--- config.mk ---
export PLATFORM = sky130hd
export DESIGN_NAME = detection_score_argmax_box_scale_flat
export DESIGN_NICKNAME = d
export VERILOG_FILES = /design/src/rtl/dsab_pkg.sv /design/src/rtl/dsab_if.sv /design/src/rtl/dsab_box_mul.sv /design/src/rtl/dsab_decode.sv /design/src/rtl/detection_score_argmax_box_scale.sv /design/src/flat_wrapper.sv
export SDC_FILE = /design/constraint.sdc
export NUM_CORES = 2
export LEC_CHECK = 0
export CORE_MARGIN = 3
export CORE_UTILIZATION = 30
export DETAILED_ROUTE_END_ITERATION = 10
export DONT_BUFFER_PORTS = 1
export HOLD_SLACK_MARGIN = 0.12
export PLACE_DENSITY = 0.42
export SYNTH_ARGS = -nofsm -noshare
export SYNTH_HDL_FRONTEND = slang
export SYNTH_HIERARCHICAL = 1
export SYNTH_SLANG_ARGS = --single-unit
--- constraint.sdc ---
create_clock -name clk -period 18.7 [get_ports clk]
set_input_delay 1.87 -clock clk [delete_from_list [all_inputs] [get_ports clk]]
set_output_delay 1.87 -clock clk [all_outputs]
set_load 0.1 [all_outputs]
--- src/rtl/dsab_pkg.sv ---
// Shared types and constants for the detection score argmax and box scale block.
`timescale 1ns / 1ps
package dsab_pkg;

    // Configuration register indexes.
    localparam int CFG_IDX_W = 3;
    localparam logic [CFG_IDX_W-1:0] REG_NUM_CLASSES    = 3'd0;
    localparam logic [CFG_IDX_W-1:0] REG_CONF_THRESHOLD = 3'd1;
    localparam logic [CFG_IDX_W-1:0] REG_INV_GAIN       = 3'd2;
    localparam logic [CFG_IDX_W-1:0] REG_PAD_X          = 3'd3;
    localparam logic [CFG_IDX_W-1:0] REG_PAD_Y          = 3'd4;
    localparam logic [CFG_IDX_W-1:0] REG_IMAGE_WIDTH    = 3'd5;
    localparam logic [CFG_IDX_W-1:0] REG_IMAGE_HEIGHT   = 3'd6;

    // Item kinds.
    localparam logic KIND_BOX   = 1'b0;
    localparam logic KIND_SCORE = 1'b1;

    // Argmax start values: minus one in Q4.12 and "no class".
    localparam logic signed [15:0] INIT_BEST  = 16'shF000;
    localparam logic signed [7:0]  CLASS_NONE = 8'shFF;

    // Configuration reset values.
    localparam logic [7:0]         RST_NUM_CLASSES    = 8'd80;
    localparam logic signed [15:0] RST_CONF_THRESHOLD = 16'sd1024;
    localparam logic [15:0]        RST_INV_GAIN       = 16'd4096;
    localparam logic [13:0]        RST_IMAGE_SIZE     = 14'd640;

    localparam int PROD_W = 34;

    typedef struct packed {
        logic [7:0]         num_classes;
        logic signed [15:0] conf_threshold;
        logic [15:0]        inv_gain;
        logic signed [15:0] pad_x;
        logic signed [15:0] pad_y;
        logic [13:0]        image_width;
        logic [13:0]        image_height;
    } cfg_t;

    typedef struct packed {
        logic               kind;
        logic signed [15:0] score;
        logic signed [15:0] box_left;
        logic signed [15:0] box_top;
        logic signed [15:0] box_right;
        logic signed [15:0] box_bottom;
    } item_t;

    typedef struct packed {
        logic                     kind;
        logic signed [15:0]       score;
        logic signed [PROD_W-1:0] prod_left;
        logic signed [PROD_W-1:0] prod_top;
        logic signed [PROD_W-1:0] prod_right;
        logic signed [PROD_W-1:0] prod_bottom;
    } prod_t;

    typedef struct packed {
        logic [14:0]        out_left;
        logic [14:0]        out_top;
        logic signed [15:0] out_right;
        logic signed [15:0] out_bottom;
        logic signed [7:0]  class_index;
        logic signed [15:0] confidence;
    } result_t;

endpackage

--- src/rtl/dsab_if.sv ---
// Channel interfaces: input items, detection results and configuration writes.
`timescale 1ns / 1ps
interface dsab_item_if;
    logic               valid;
    logic               ready;
    logic               kind;
    logic signed [15:0] score;
    logic signed [15:0] box_left;
    logic signed [15:0] box_top;
    logic signed [15:0] box_right;
    logic signed [15:0] box_bottom;

    modport source (output valid, kind, score, box_left, box_top, box_right, box_bottom,
                    input ready);
    modport sink (input valid, kind, score, box_left, box_top, box_right, box_bottom,
                  output ready);
endinterface

interface dsab_result_if;
    logic               valid;
    logic               ready;
    logic [14:0]        out_left;
    logic [14:0]        out_top;
    logic signed [15:0] out_right;
    logic signed [15:0] out_bottom;
    logic signed [7:0]  class_index;
    logic signed [15:0] confidence;

    modport source (output valid, out_left, out_top, out_right, out_bottom, class_index,
                    confidence, input ready);
    modport sink (input valid, out_left, out_top, out_right, out_bottom, class_index,
                  confidence, output ready);
endinterface

interface dsab_cfg_if;
    import dsab_pkg::*;
    logic                 valid;
    logic                 ready;
    logic [CFG_IDX_W-1:0] index;
    logic [15:0]          data;

    modport source (output valid, index, data, input ready);
    modport sink (input valid, index, data, output ready);
endinterface

--- src/rtl/dsab_box_mul.sv ---
// Multiply stage: subtracts the padding and multiplies each corner by the inverse gain.
`timescale 1ns / 1ps
module dsab_box_mul (
    input  logic             clk,
    input  logic             rst_n,
    input  logic             in_valid,
    output logic             in_ready,
    input  dsab_pkg::item_t  in_item,
    input  dsab_pkg::cfg_t   cfg,
    output logic             prod_valid,
    input  logic             prod_ready,
    output dsab_pkg::prod_t  prod
);
    import dsab_pkg::*;

    logic  prod_valid_reg;
    logic  prod_valid_next;
    prod_t prod_reg;
    prod_t prod_next;

    // One lane: 17-bit signed difference times 17-bit non-negative gain.
    function automatic logic signed [PROD_W-1:0] scale_mul(
        input logic signed [15:0] raw,
        input logic signed [15:0] pad,
        input logic [15:0]        gain
    );
        logic signed [16:0] diff;
        logic signed [16:0] gain_s;
        diff   = $signed({raw[15], raw}) - $signed({pad[15], pad});
        gain_s = $signed({1'b0, gain});
        return PROD_W'(diff * gain_s);
    endfunction

    assign in_ready = !prod_valid_reg || prod_ready;

    // Four independent multiplier lanes, results registered.
    always_comb
    begin
        prod_next.kind        = in_item.kind;
        prod_next.score       = in_item.score;
        prod_next.prod_left   = scale_mul(in_item.box_left, cfg.pad_x, cfg.inv_gain);
        prod_next.prod_top    = scale_mul(in_item.box_top, cfg.pad_y, cfg.inv_gain);
        prod_next.prod_right  = scale_mul(in_item.box_right, cfg.pad_x, cfg.inv_gain);
        prod_next.prod_bottom = scale_mul(in_item.box_bottom, cfg.pad_y, cfg.inv_gain);
    end

    // The stage fills on an input transaction and empties when the decode stage takes it.
    always_comb
    begin
        if (in_valid && in_ready)
        begin
            prod_valid_next = 1'b1;
        end
        else if (prod_ready)
        begin
            prod_valid_next = 1'b0;
        end
        else
        begin
            prod_valid_next = prod_valid_reg;
        end
    end

    always_ff @(posedge clk or negedge rst_n)
    begin
        if (!rst_n)
        begin
            prod_valid_reg <= 1'b0;
        end
        else
        begin
            prod_valid_reg <= prod_valid_next;
        end
    end

    always_ff @(posedge clk)
    begin
        if (in_valid && in_ready)
        begin
            prod_reg <= prod_next;
        end
    end

    assign prod_valid = prod_valid_reg;
    assign prod       = prod_reg;

endmodule

--- src/rtl/dsab_decode.sv ---
// Decode stage: box rounding and clipping, running argmax, threshold and result register.
`timescale 1ns / 1ps
module dsab_decode #(
    parameter int MAX_CLASSES = 128
) (
    input  logic              clk,
    input  logic              rst_n,
    input  logic              prod_valid,
    output logic              prod_ready,
    input  dsab_pkg::prod_t   prod,
    input  dsab_pkg::cfg_t    cfg,
    output logic              out_valid,
    input  logic              out_ready,
    output dsab_pkg::result_t result
);
    import dsab_pkg::*;

    // The class count never passes what the 8-bit register allows.
    localparam int LIMIT_MAX = (MAX_CLASSES < 255) ? MAX_CLASSES : 255;
    localparam int CNT_W     = (LIMIT_MAX < 2) ? 1 : $clog2(LIMIT_MAX + 1);

    logic signed [15:0] box_left_reg,   box_left_next;
    logic signed [15:0] box_top_reg,    box_top_next;
    logic signed [15:0] box_right_reg,  box_right_next;
    logic signed [15:0] box_bottom_reg, box_bottom_next;
    logic signed [15:0] best_score_reg, best_score_next;
    logic signed [7:0]  best_class_reg, best_class_next;
    logic [CNT_W-1:0]   score_count_reg, score_count_next;
    logic               out_valid_reg, out_valid_next;
    result_t            result_reg, result_next;

    logic               take;
    logic               emit;
    logic               cnt_full;
    logic               better;
    logic [CNT_W-1:0]   limit;
    logic [CNT_W-1:0]   cnt_inc;
    logic signed [15:0] cand_score;
    logic signed [7:0]  cand_class;
    logic signed [15:0] x1;
    logic signed [15:0] y1;
    logic signed [15:0] x2;
    logic signed [15:0] y2;

    // Truncate the Q16 product toward zero and saturate to signed 16 bits.
    function automatic logic signed [15:0] to_pixel(input logic signed [PROD_W-1:0] p);
        logic              neg;
        logic [PROD_W-1:0] mag;
        logic [17:0]       shifted;
        logic signed [18:0] q;
        neg     = p[PROD_W-1];
        mag     = neg ? PROD_W'(-p) : PROD_W'(p);
        shifted = mag[PROD_W-1:16];
        q       = neg ? -$signed({1'b0, shifted}) : $signed({1'b0, shifted});
        if (q > 19'sd32767)
        begin
            return 16'sh7FFF;
        end
        else if (q < -19'sd32768)
        begin
            return 16'sh8000;
        end
        else
        begin
            return q[15:0];
        end
    endfunction

    // Clip a left or top edge at zero.
    function automatic logic signed [15:0] clip_low(input logic signed [15:0] v);
        return v[15] ? 16'sd0 : v;
    endfunction

    // Clip a right or bottom edge at the image size minus one.
    function automatic logic signed [15:0] clip_high(
        input logic signed [15:0] v,
        input logic [13:0]        size
    );
        logic signed [16:0] bound;
        bound = $signed({3'b000, size}) - 17'sd1;
        if ($signed({v[15], v}) >= $signed({3'b000, size}))
        begin
            return bound[15:0];
        end
        else
        begin
            return v;
        end
    endfunction

    // Box corners in image pixels.
    always_comb
    begin
        x1 = clip_low(to_pixel(prod.prod_left));
        y1 = clip_low(to_pixel(prod.prod_top));
        x2 = clip_high(to_pixel(prod.prod_right), cfg.image_width);
        y2 = clip_high(to_pixel(prod.prod_bottom), cfg.image_height);
    end

    // Running argmax step and the end-of-anchor threshold check.
    always_comb
    begin
        limit      = (cfg.num_classes > 8'(LIMIT_MAX)) ? CNT_W'(LIMIT_MAX)
                                                        : CNT_W'(cfg.num_classes);
        cnt_full   = score_count_reg >= limit;
        cnt_inc    = score_count_reg + CNT_W'(1);
        better     = prod.score > best_score_reg;
        cand_score = better ? prod.score : best_score_reg;
        cand_class = better ? 8'(score_count_reg) : best_class_reg;
        emit       = (prod.kind == KIND_SCORE) && !cnt_full && (cnt_inc == limit)
                     && (cand_score >= cfg.conf_threshold);
    end

    // A result may enter only when the result register is free or being read.
    assign prod_ready = !emit || !out_valid_reg || out_ready;
    assign take       = prod_valid && prod_ready;

    // State update for the anchor in progress.
    always_comb
    begin
        box_left_next    = box_left_reg;
        box_top_next     = box_top_reg;
        box_right_next   = box_right_reg;
        box_bottom_next  = box_bottom_reg;
        best_score_next  = best_score_reg;
        best_class_next  = best_class_reg;
        score_count_next = score_count_reg;
        if (take)
        begin
            if (prod.kind == KIND_BOX)
            begin
                box_left_next    = x1;
                box_top_next     = y1;
                box_right_next   = x2;
                box_bottom_next  = y2;
                best_score_next  = INIT_BEST;
                best_class_next  = CLASS_NONE;
                score_count_next = '0;
            end
            else if (!cnt_full)
            begin
                best_score_next  = cand_score;
                best_class_next  = cand_class;
                score_count_next = cnt_inc;
            end
        end
    end

    // Result register loads on an emitting transaction and clears when read.
    always_comb
    begin
        result_next.out_left    = box_left_reg[14:0];
        result_next.out_top     = box_top_reg[14:0];
        result_next.out_right   = box_right_reg;
        result_next.out_bottom  = box_bottom_reg;
        result_next.class_index = cand_class;
        result_next.confidence  = cand_score;
        if (take && emit)
        begin
            out_valid_next = 1'b1;
        end
        else if (out_ready)
        begin
            out_valid_next = 1'b0;
        end
        else
        begin
            out_valid_next = out_valid_reg;
        end
    end

    always_ff @(posedge clk or negedge rst_n)
    begin
        if (!rst_n)
        begin
            box_left_reg    <= '0;
            box_top_reg     <= '0;
            box_right_reg   <= '0;
            box_bottom_reg  <= '0;
            best_score_reg  <= INIT_BEST;
            best_class_reg  <= CLASS_NONE;
            score_count_reg <= '0;
            out_valid_reg   <= 1'b0;
        end
        else
        begin
            box_left_reg    <= box_left_next;
            box_top_reg     <= box_top_next;
            box_right_reg   <= box_right_next;
            box_bottom_reg  <= box_bottom_next;
            best_score_reg  <= best_score_next;
            best_class_reg  <= best_class_next;
            score_count_reg <= score_count_next;
            out_valid_reg   <= out_valid_next;
        end
    end

    always_ff @(posedge clk)
    begin
        if (take && emit)
        begin
            result_reg <= result_next;
        end
    end

    assign out_valid = out_valid_reg;
    assign result    = result_reg;

    // The class counter stays within the largest class limit.
    a_count_bound: assert property (@(posedge clk) disable iff (!rst_n)
        score_count_reg <= CNT_W'(LIMIT_MAX))
        else $error("score count beyond class limit");

    // A box transaction restarts the argmax.
    a_box_restart: assert property (@(posedge clk) disable iff (!rst_n)
        (take && prod.kind == KIND_BOX) |=> (score_count_reg == '0 &&
        best_class_reg == CLASS_NONE))
        else $error("box did not restart argmax");

    // Without a winning class the best score is still the start value.
    a_none_init: assert property (@(posedge clk) disable iff (!rst_n)
        (best_class_reg == CLASS_NONE) |-> (best_score_reg == INIT_BEST))
        else $error("best score moved without a class");

    // An emitting transaction shows a result in the next cycle.
    a_emit_shown: assert property (@(posedge clk) disable iff (!rst_n)
        (take && emit) |=> out_valid_reg)
        else $error("emitted result not presented");

endmodule

--- src/rtl/detection_score_argmax_box_scale.sv ---
// Top level of the detection score argmax and box scale block.
`timescale 1ns / 1ps
// Channel     Modport   Transaction carries
// cfg         sink      register index, 16-bit write data
// anchor      sink      kind, score, box_left, box_top, box_right, box_bottom
// detection   source    out_left, out_top, out_right, out_bottom, class_index, confidence
//
// One item is accepted per cycle while anchor.ready is high; it passes an input register,
// the four-lane multiplier register and the argmax/decode stage, and the detection of an
// anchor enters the output register as the last score item of that anchor is decoded.
// Reset (rst_n low, asynchronous) empties all stages and loads the register defaults.
// Only an item that would emit waits while an unread result sits in the output register;
// that stall then backs up through the stages to anchor.ready.
module detection_score_argmax_box_scale #(
    parameter int MAX_CLASSES = 128
) (
    input  logic          clk,
    input  logic          rst_n,
    dsab_cfg_if.sink      cfg,
    dsab_item_if.sink     anchor,
    dsab_result_if.source detection
);
    import dsab_pkg::*;

    cfg_t    cfg_reg;
    cfg_t    cfg_next;
    logic    in_valid_reg;
    logic    in_valid_next;
    item_t   in_item_reg;
    item_t   in_item_next;
    logic    mul_ready;
    logic    prod_valid;
    logic    prod_ready;
    prod_t   prod;
    result_t result;

    // Configuration writes are always taken.
    assign cfg.ready = 1'b1;

    always_comb
    begin
        cfg_next = cfg_reg;
        if (cfg.valid)
        begin
            case (cfg.index)
                REG_NUM_CLASSES:    cfg_next.num_classes    = cfg.data[7:0];
                REG_CONF_THRESHOLD: cfg_next.conf_threshold = $signed(cfg.data);
                REG_INV_GAIN:       cfg_next.inv_gain       = cfg.data;
                REG_PAD_X:          cfg_next.pad_x          = $signed(cfg.data);
                REG_PAD_Y:          cfg_next.pad_y          = $signed(cfg.data);
                REG_IMAGE_WIDTH:    cfg_next.image_width    = cfg.data[13:0];
                REG_IMAGE_HEIGHT:   cfg_next.image_height   = cfg.data[13:0];
                default:            cfg_next = cfg_reg;
            endcase
        end
    end

    always_ff @(posedge clk or negedge rst_n)
    begin
        if (!rst_n)
        begin
            cfg_reg.num_classes    <= RST_NUM_CLASSES;
            cfg_reg.conf_threshold <= RST_CONF_THRESHOLD;
            cfg_reg.inv_gain       <= RST_INV_GAIN;
            cfg_reg.pad_x          <= '0;
            cfg_reg.pad_y          <= '0;
            cfg_reg.image_width    <= RST_IMAGE_SIZE;
            cfg_reg.image_height   <= RST_IMAGE_SIZE;
        end
        else
        begin
            cfg_reg <= cfg_next;
        end
    end

    // Input register in front of the multiplier stage.
    assign anchor.ready = !in_valid_reg || mul_ready;

    always_comb
    begin
        in_item_next.kind       = anchor.kind;
        in_item_next.score      = anchor.score;
        in_item_next.box_left   = anchor.box_left;
        in_item_next.box_top    = anchor.box_top;
        in_item_next.box_right  = anchor.box_right;
        in_item_next.box_bottom = anchor.box_bottom;
        if (anchor.valid && anchor.ready)
        begin
            in_valid_next = 1'b1;
        end
        else if (mul_ready)
        begin
            in_valid_next = 1'b0;
        end
        else
        begin
            in_valid_next = in_valid_reg;
        end
    end

    always_ff @(posedge clk or negedge rst_n)
    begin
        if (!rst_n)
        begin
            in_valid_reg <= 1'b0;
        end
        else
        begin
            in_valid_reg <= in_valid_next;
        end
    end

    always_ff @(posedge clk)
    begin
        if (anchor.valid && anchor.ready)
        begin
            in_item_reg <= in_item_next;
        end
    end

    dsab_box_mul u_box_mul (
        .clk        (clk),
        .rst_n      (rst_n),
        .in_valid   (in_valid_reg),
        .in_ready   (mul_ready),
        .in_item    (in_item_reg),
        .cfg        (cfg_reg),
        .prod_valid (prod_valid),
        .prod_ready (prod_ready),
        .prod       (prod)
    );

    dsab_decode #(
        .MAX_CLASSES (MAX_CLASSES)
    ) u_decode (
        .clk        (clk),
        .rst_n      (rst_n),
        .prod_valid (prod_valid),
        .prod_ready (prod_ready),
        .prod       (prod),
        .cfg        (cfg_reg),
        .out_valid  (detection.valid),
        .out_ready  (detection.ready),
        .result     (result)
    );

    // Result fields onto the detection channel.
    assign detection.out_left    = result.out_left;
    assign detection.out_top     = result.out_top;
    assign detection.out_right   = result.out_right;
    assign detection.out_bottom  = result.out_bottom;
    assign detection.class_index = result.class_index;
    assign detection.confidence  = result.confidence;

endmodule

--- src/flat_wrapper.sv ---
// flat-port wrapper written by rule: the top's interface ports become plain ports
module detection_score_argmax_box_scale_flat import dsab_pkg::*;
#(
    parameter int MAX_CLASSES = 128
)
  (clk, rst_n, cfg_valid, cfg_index, cfg_data, cfg_ready, anchor_valid, anchor_kind, anchor_score, anchor_box_left, anchor_box_top, anchor_box_right, anchor_box_bottom, anchor_ready, detection_valid, detection_out_left, detection_out_top, detection_out_right, detection_out_bottom, detection_class_index, detection_confidence, detection_ready);
  dsab_cfg_if cfg_i ();
  dsab_item_if anchor_i ();
  dsab_result_if detection_i ();
  input  logic clk;
  input  logic rst_n;
  input wire logic [$bits(cfg_i.valid)-1:0] cfg_valid;
  input wire logic [$bits(cfg_i.index)-1:0] cfg_index;
  input wire logic [$bits(cfg_i.data)-1:0] cfg_data;
  output wire logic [$bits(cfg_i.ready)-1:0] cfg_ready;
  input wire logic [$bits(anchor_i.valid)-1:0] anchor_valid;
  input wire logic [$bits(anchor_i.kind)-1:0] anchor_kind;
  input wire logic [$bits(anchor_i.score)-1:0] anchor_score;
  input wire logic [$bits(anchor_i.box_left)-1:0] anchor_box_left;
  input wire logic [$bits(anchor_i.box_top)-1:0] anchor_box_top;
  input wire logic [$bits(anchor_i.box_right)-1:0] anchor_box_right;
  input wire logic [$bits(anchor_i.box_bottom)-1:0] anchor_box_bottom;
  output wire logic [$bits(anchor_i.ready)-1:0] anchor_ready;
  output wire logic [$bits(detection_i.valid)-1:0] detection_valid;
  output wire logic [$bits(detection_i.out_left)-1:0] detection_out_left;
  output wire logic [$bits(detection_i.out_top)-1:0] detection_out_top;
  output wire logic [$bits(detection_i.out_right)-1:0] detection_out_right;
  output wire logic [$bits(detection_i.out_bottom)-1:0] detection_out_bottom;
  output wire logic [$bits(detection_i.class_index)-1:0] detection_class_index;
  output wire logic [$bits(detection_i.confidence)-1:0] detection_confidence;
  input wire logic [$bits(detection_i.ready)-1:0] detection_ready;
  assign cfg_i.valid = cfg_valid;
  assign cfg_i.index = cfg_index;
  assign cfg_i.data = cfg_data;
  assign cfg_ready = cfg_i.ready;
  assign anchor_i.valid = anchor_valid;
  assign anchor_i.kind = anchor_kind;
  assign anchor_i.score = anchor_score;
  assign anchor_i.box_left = anchor_box_left;
  assign anchor_i.box_top = anchor_box_top;
  assign anchor_i.box_right = anchor_box_right;
  assign anchor_i.box_bottom = anchor_box_bottom;
  assign anchor_ready = anchor_i.ready;
  assign detection_valid = detection_i.valid;
  assign detection_out_left = detection_i.out_left;
  assign detection_out_top = detection_i.out_top;
  assign detection_out_right = detection_i.out_right;
  assign detection_out_bottom = detection_i.out_bottom;
  assign detection_class_index = detection_i.class_index;
  assign detection_confidence = detection_i.confidence;
  assign detection_i.ready = detection_ready;
  detection_score_argmax_box_scale #(.MAX_CLASSES(MAX_CLASSES)) u_core (.clk(clk), .rst_n(rst_n), .cfg(cfg_i), .anchor(anchor_i), .detection(detection_i));
endmodule
### Word level (Yosys, flattened, before mapping)

Cells that the tools add are included.

* register bits after elaboration: 517
* bits of input ports: 105
* output and inout bits: 89
* logic and storage cells: 141

* add/subtract/negate cells: 15
* $mul: 4
* order comparisons: 14
* equal/unequal tests: 8
* mux-type cells: 35
* bitwise gates (word level): 1
* reductions and logical operators: 29

Operators by type and width (count)
* $mux 16: 13
* $mul 17x17->34: 4
* $mux 34: 4
* $neg 34->34: 4
* $gt 19x16->1 const B: 4
* $lt 19x16->1 const B: 4
* $mux 19: 4
* $neg 18->19: 4
* $sub 16x16->17: 4
* $mux 8: 6
* $ge 16x15->1: 2
* $mux 15: 2
* $sub 14x1->15 const B: 2
* $reduce_and 2->1: 9
* $ge 16x16->1: 1
* $gt 16x16->1: 1
* $eq 3x3->1 const B: 3
* $add 8x1->8 const B: 1
* $eq 8x8->1: 1
* $ge 8x8->1: 1
* $gt 8x8->1 const B: 1
* $logic_and 1x1->1: 7
* $eq 3x2->1 const B: 2
* $mux 1: 6
* 7 further kinds: 16

### Longest topological paths before layout

* word-level depth: 14
* gate-level depth with buffers: 36
* mapped depth without buffers: 34

### Hierarchy

Netlist, hierarchy kept.

By module, submodules not included
* dsab_box_mul: instances 1, cells an instance 5415, area an instance 50110.6 µm², seq. area each 4619.4 µm²
* dsab_decode: instances 1, cells an instance 1240, area an instance 12029.0 µm², seq. area each 4974.8 µm²
* detection_score_argmax_box_scale: instances 1, cells an instance 303, area an instance 6309.8 µm², seq. area each 4969.8 µm²

### Least setup slack after synthesis

Ideal clock, no wire load.

* kind: register -> register
* from: register u_core.u_box_mul.prod_reg (netlist bit u_core/u_box_mul/prod[137])
* to: register u_core.u_box_mul.prod_reg (netlist bit u_core/u_box_mul/prod[0]) (enable)
* setup time: 531 ps
* arrival time: 7584 ps
* data required time: 18169 ps
* slack: 10585 ps
* stages on the path, launching flop included: 22
* path buffers: 1
* clock period less this slack: 8115 ps
* path through: edfxtp_1 > ha_1 > nor2b_1 > o21ai_0 > nand2b_1 > a2111oi_0 > o31ai_1 > a21oi_1 > a221o_1 > clkbuf_1 > mux2_2 > ha_1 > nor2b_1 > o21a_1 > o21a_1 > o21a_1 > o21a_1 > o221ai_1 > a2111oi_0 > nand2_1 > nand2b_1 > and2_1

* word-level cells in the longest chain between the ends: 9

RTL lines
* start, declared: RTL line dsab_box_mul.sv:18 `prod_t prod_reg;`
* start signal, assigned: RTL line dsab_box_mul.sv:80 `prod_reg <= prod_next;`
* $gt 16x16->1: RTL line dsab_decode.sv:107 `better = prod.score > best_score_reg;`
* $mux 16 *: RTL line dsab_decode.sv:108 `cand_score = better ? prod.score : best_score_reg;`
* via u_core.u_decode.cand_score[1]: RTL line dsab_decode.sv:38 `logic signed [15:0] cand_score;`
* $ge 16x16->1 *: RTL line dsab_decode.sv:111 `&& (cand_score >= cfg.conf_threshold);`
* $logic_and 1x1->1 *: RTL line dsab_decode.sv:111
* $logic_not 1->1 *: RTL line dsab_decode.sv:115 `assign prod_ready = !emit || !out_valid_reg || out_ready;`
* $logic_or 1x1->1 * (2 in series): RTL line dsab_decode.sv:115
* via u_core.prod_ready: RTL line detection_score_argmax_box_scale.sv:33 `logic prod_ready;`
* $logic_or 1x1->1 *: RTL line dsab_box_mul.sv:34 `assign in_ready = !prod_valid_reg || prod_ready;`
* via u_core.mul_ready: RTL line detection_score_argmax_box_scale.sv:31 `logic mul_ready;`
* $logic_and 1x1->1 *: RTL line dsab_box_mul.sv:78 `if (in_valid && in_ready)`

Mark *: on every way through the listed nets, which the timed path passes. The rest lies on a longest branch.
A chain may end at the register's enable or synchronous reset.

==> flow_metrics.env <==
export IMPL_cp_end_kind="register"
export IMPL_dr_total_vias=46700
export IMPL_critPathRequiredTime_ns=19.15
export IMPL_place_worst_setup_slack_ns=9.43
export IMPL_synth_compound_area_frac=0.0750
export IMPL_path_buf_inv=4
export IMPL_period_share=0.499
export IMPL_synth_xor_area_frac=0.0377
export IMPL_path_max_fanout=24
export IMPL_ys_seq_elements=517
export IMPL_cts_resized=0
export IMPL_worstReg2RegEnd="u_core/u_box_mul/prod[134]$_DFFE_PP_"
export IMPL_dr_pass1_iters=5
export IMPL_fp_dieArea_mm2=0.234
export IMPL_synth_warnings=6
export IMPL_synth_top_family_by_area="adder cells"
export IMPL_holdPathStages=0
export IMPL_critical_path_arrival_ns=9.78
export IMPL_synthFlopType="edfxtp_1"
export IMPL_synth_mux_area_frac=0.0220
export IMPL_dp_cells=9770
export IMPL_drive_gt1_frac=0.0639
export IMPL_multi_input_area_mm2=0.0471
export IMPL_post_dp_hpwl_um=151000
export IMPL_nets=8540
export IMPL_ctsHoldBuffers=0
export IMPL_hp_class="register to register"
export IMPL_post_synth_top_count_cell="inv_1"
export IMPL_place_gp_congestion=0.823
export IMPL_avgRoutedWirePerCell_um=19.6
export IMPL_cts_tree="built"
export IMPL_synthAdderAreaFrac=0.412
export IMPL_min_period_ns=9.33
export IMPL_largest_register_ffs=153
export IMPL_synth_cell_types=117
export IMPL_hold_violations=0
export IMPL_area_delta_synth_final_pct=8.73
export IMPL_yosysTopAreaCellShare=0.321
export IMPL_synth_edf_count=320
export IMPL_final_area_mm2=0.0744
export IMPL_critPathSlowestCell="o31a_1"
export IMPL_r2r_slack_ns=9.37
export IMPL_rr_startpoint="u_core/in_item_reg[48]$_DFFE_PP_"
export IMPL_cts_htree_levels=3
export IMPL_rsz0062_at_grt="false"
export IMPL_startpoint_type="register"
export IMPL_setup_tns_ns=0
export IMPL_avgViaCountPerCell=4.70
export IMPL_regArea_mm2=0.0146
export IMPL_io_buffers=0
export IMPL_crit_end="u_core/u_box_mul/prod[134]$_DFFE_PP_"
export IMPL_synth_common_cells="inv_1, fa_1, nand2_1"
export IMPL_ctsRootBufferMaster="clkbuf_16"
export IMPL_slew_headroom=0.172
export IMPL_synthSimpleGateAreaFrac=0.140
export IMPL_cpLargestDelayFamily="adder cells"
export IMPL_ant_nets=0
export IMPL_grtUsageTotal=0.169
export IMPL_design_core_area_mm2=0.226
export IMPL_grt_pass1_vias=50500
export IMPL_synth_top_area_cell="fa_1"
export IMPL_synth_cells=6958
export IMPL_post_cts_buffers=0
export IMPL_critical_path_depth=30
export IMPL_async_flop_share=0.381
export IMPL_dr_first_iter_drc_count=2189
export IMPL_min_from="u_core/in_item_reg[71]$_DFFE_PP_"
export IMPL_grt_pass1_wl_um=306000
export IMPL_crit_type="register to register"
export IMPL_fin_skew_ns=0.0533
export IMPL_initial_utilization=0.303
export IMPL_critPathMaxStageDelay_ns=0.91
export IMPL_place_area_mm2=0.0719
export IMPL_layout_setup_ws_ns=9.37
export IMPL_pin_count=194
export IMPL_syn_nets=8646
export IMPL_fmax_ghz=0.107
export IMPL_instances_no_fill=9935
export IMPL_grt_max_degree=198
export IMPL_dieHeight_um=484
export IMPL_reg2reg_depth=30
export IMPL_post_route_drc_count=0
export IMPL_numCtsBuffers=72
export IMPL_clock_path_buffers=3
export IMPL_clk_latency_ns=0.72
export IMPL_routed_wl_um=195000
export IMPL_crit_path_start="u_core/in_item_reg[48]$_DFFE_PP_"
export IMPL_fillers=23300
export IMPL_netlist_area_mm2=0.0684
export IMPL_status="finished clean"
export IMPL_synth_area_top_cells="fa_1, edfxtp_1, ha_1"
export IMPL_rows=174
export IMPL_gr_total_overflow=0
export IMPL_ys_seq_area_frac=0.213
export IMPL_worst_pin_slew_ns=1.24
export IMPL_path_clk_slew_ns=0.06
export IMPL_finalSetupViolCount=0
export IMPL_cts_sinks=517
export IMPL_antenna_found_initial=43
export IMPL_fp_dieW_um=484
export IMPL_syn_area_per_cell_um2=9.84
export IMPL_cap_violations=0
export IMPL_critPathMostFrequentCell="fa_1"
export IMPL_maxSlewViolCount=0
## worst register-to-register path, delay by kind of cell (launching register included)
kind,cells,cell delay (ns)
DFF,1,0.37
adders and majority gates,8,3.73
buffers and inverters,4,0.31
AOI/OAI and AO/OA,12,3.23
and+or+nand+nor,3,0.33
xor gates and xnor gates,3,1.08
## kinds of logic (layout without fill, tap and decap cells)
kind of cell / after synthesis / in the layout
buf+inv: 1798 / 1752
compound gates: 742 / 742
other cells: 1 / 32
fa+ha+maj: 1603 / 1603
mux: 135 / 135
xor+xnor: 294 / 294
flops: 517 / 517
simple gates: 1868 / 1868
## cells in the final DEF (no fill, tap or decap), types with 34 or more instances in the layout
master,Yosys,layout
a21o_1,69,69
and2_1,471,468
mux2_2,121,121
nor2_1,191,183
buf_4,3,90
xnor2_1,219,214
a211oi_1,41,41
nand3_1,56,56
nor2b_1,136,136
xor2_1,74,72
ha_1,487,487
clkbuf_16,0,74
nand2_1,679,679
inv_1,1527,1527
nand2b_1,64,63
edfxtp_1,320,320
dfrtp_1,177,162
a21oi_1,174,174
nand4_1,34,34
fa_1,1096,1096
o21ai_0,121,121
nor3_1,71,70
## layout make-up
class / count / share of cell area
Antenna cell: 31 / 0.00104
Clock buffer: 98 / 0.0269
Clock inverter: 36 / 0.00646
Inverter: 1528 / 0.0771
Multi-Input combinational cell: 4643 / 0.633
Sequential cell: 517 / 0.196
Tap cell: 2992 / 0.0503
Timing Repair Buffer: 90 / 0.00908
## per-layer routing
metal  up-vias  wire length, um  GRT usage
met5         -              120          0
met4        18             4140     0.0400
met3       198             9780     0.0358
met2       793            92200      0.281
met1     24100            88500      0.225
li1      21600                -          -
## stage by stage
stage / hold WS (ns) / util
global placement: 0.408 / 0.318
CTS: 0.430 / 0.329
floorplan: 0.400 / -
finish: 0.423 / 0.330
global route: 0.429 / 0.329
detailed placement: 0.406 / 0.318
## how the worst min path moves through the flow
stage / endpoint / slack (ns)
floorplan: u_core/u_box_mul/prod[136]$_DFFE_PP_ / 0.40
global placement: u_core/u_box_mul/prod[143]$_DFFE_PP_ / 0.41
detailed placement: u_core/u_box_mul/prod[142]$_DFFE_PP_ / 0.41
CTS: u_core/u_box_mul/prod[143]$_DFFE_PP_ / 0.43
global route: u_core/u_box_mul/prod[143]$_DFFE_PP_ / 0.43
finish: u_core/u_box_mul/prod[143]$_DFFE_PP_ / 0.42
Power is not shown: default switching activity piles up to over one toggle a cycle in this logic, so the estimate is an artifact.
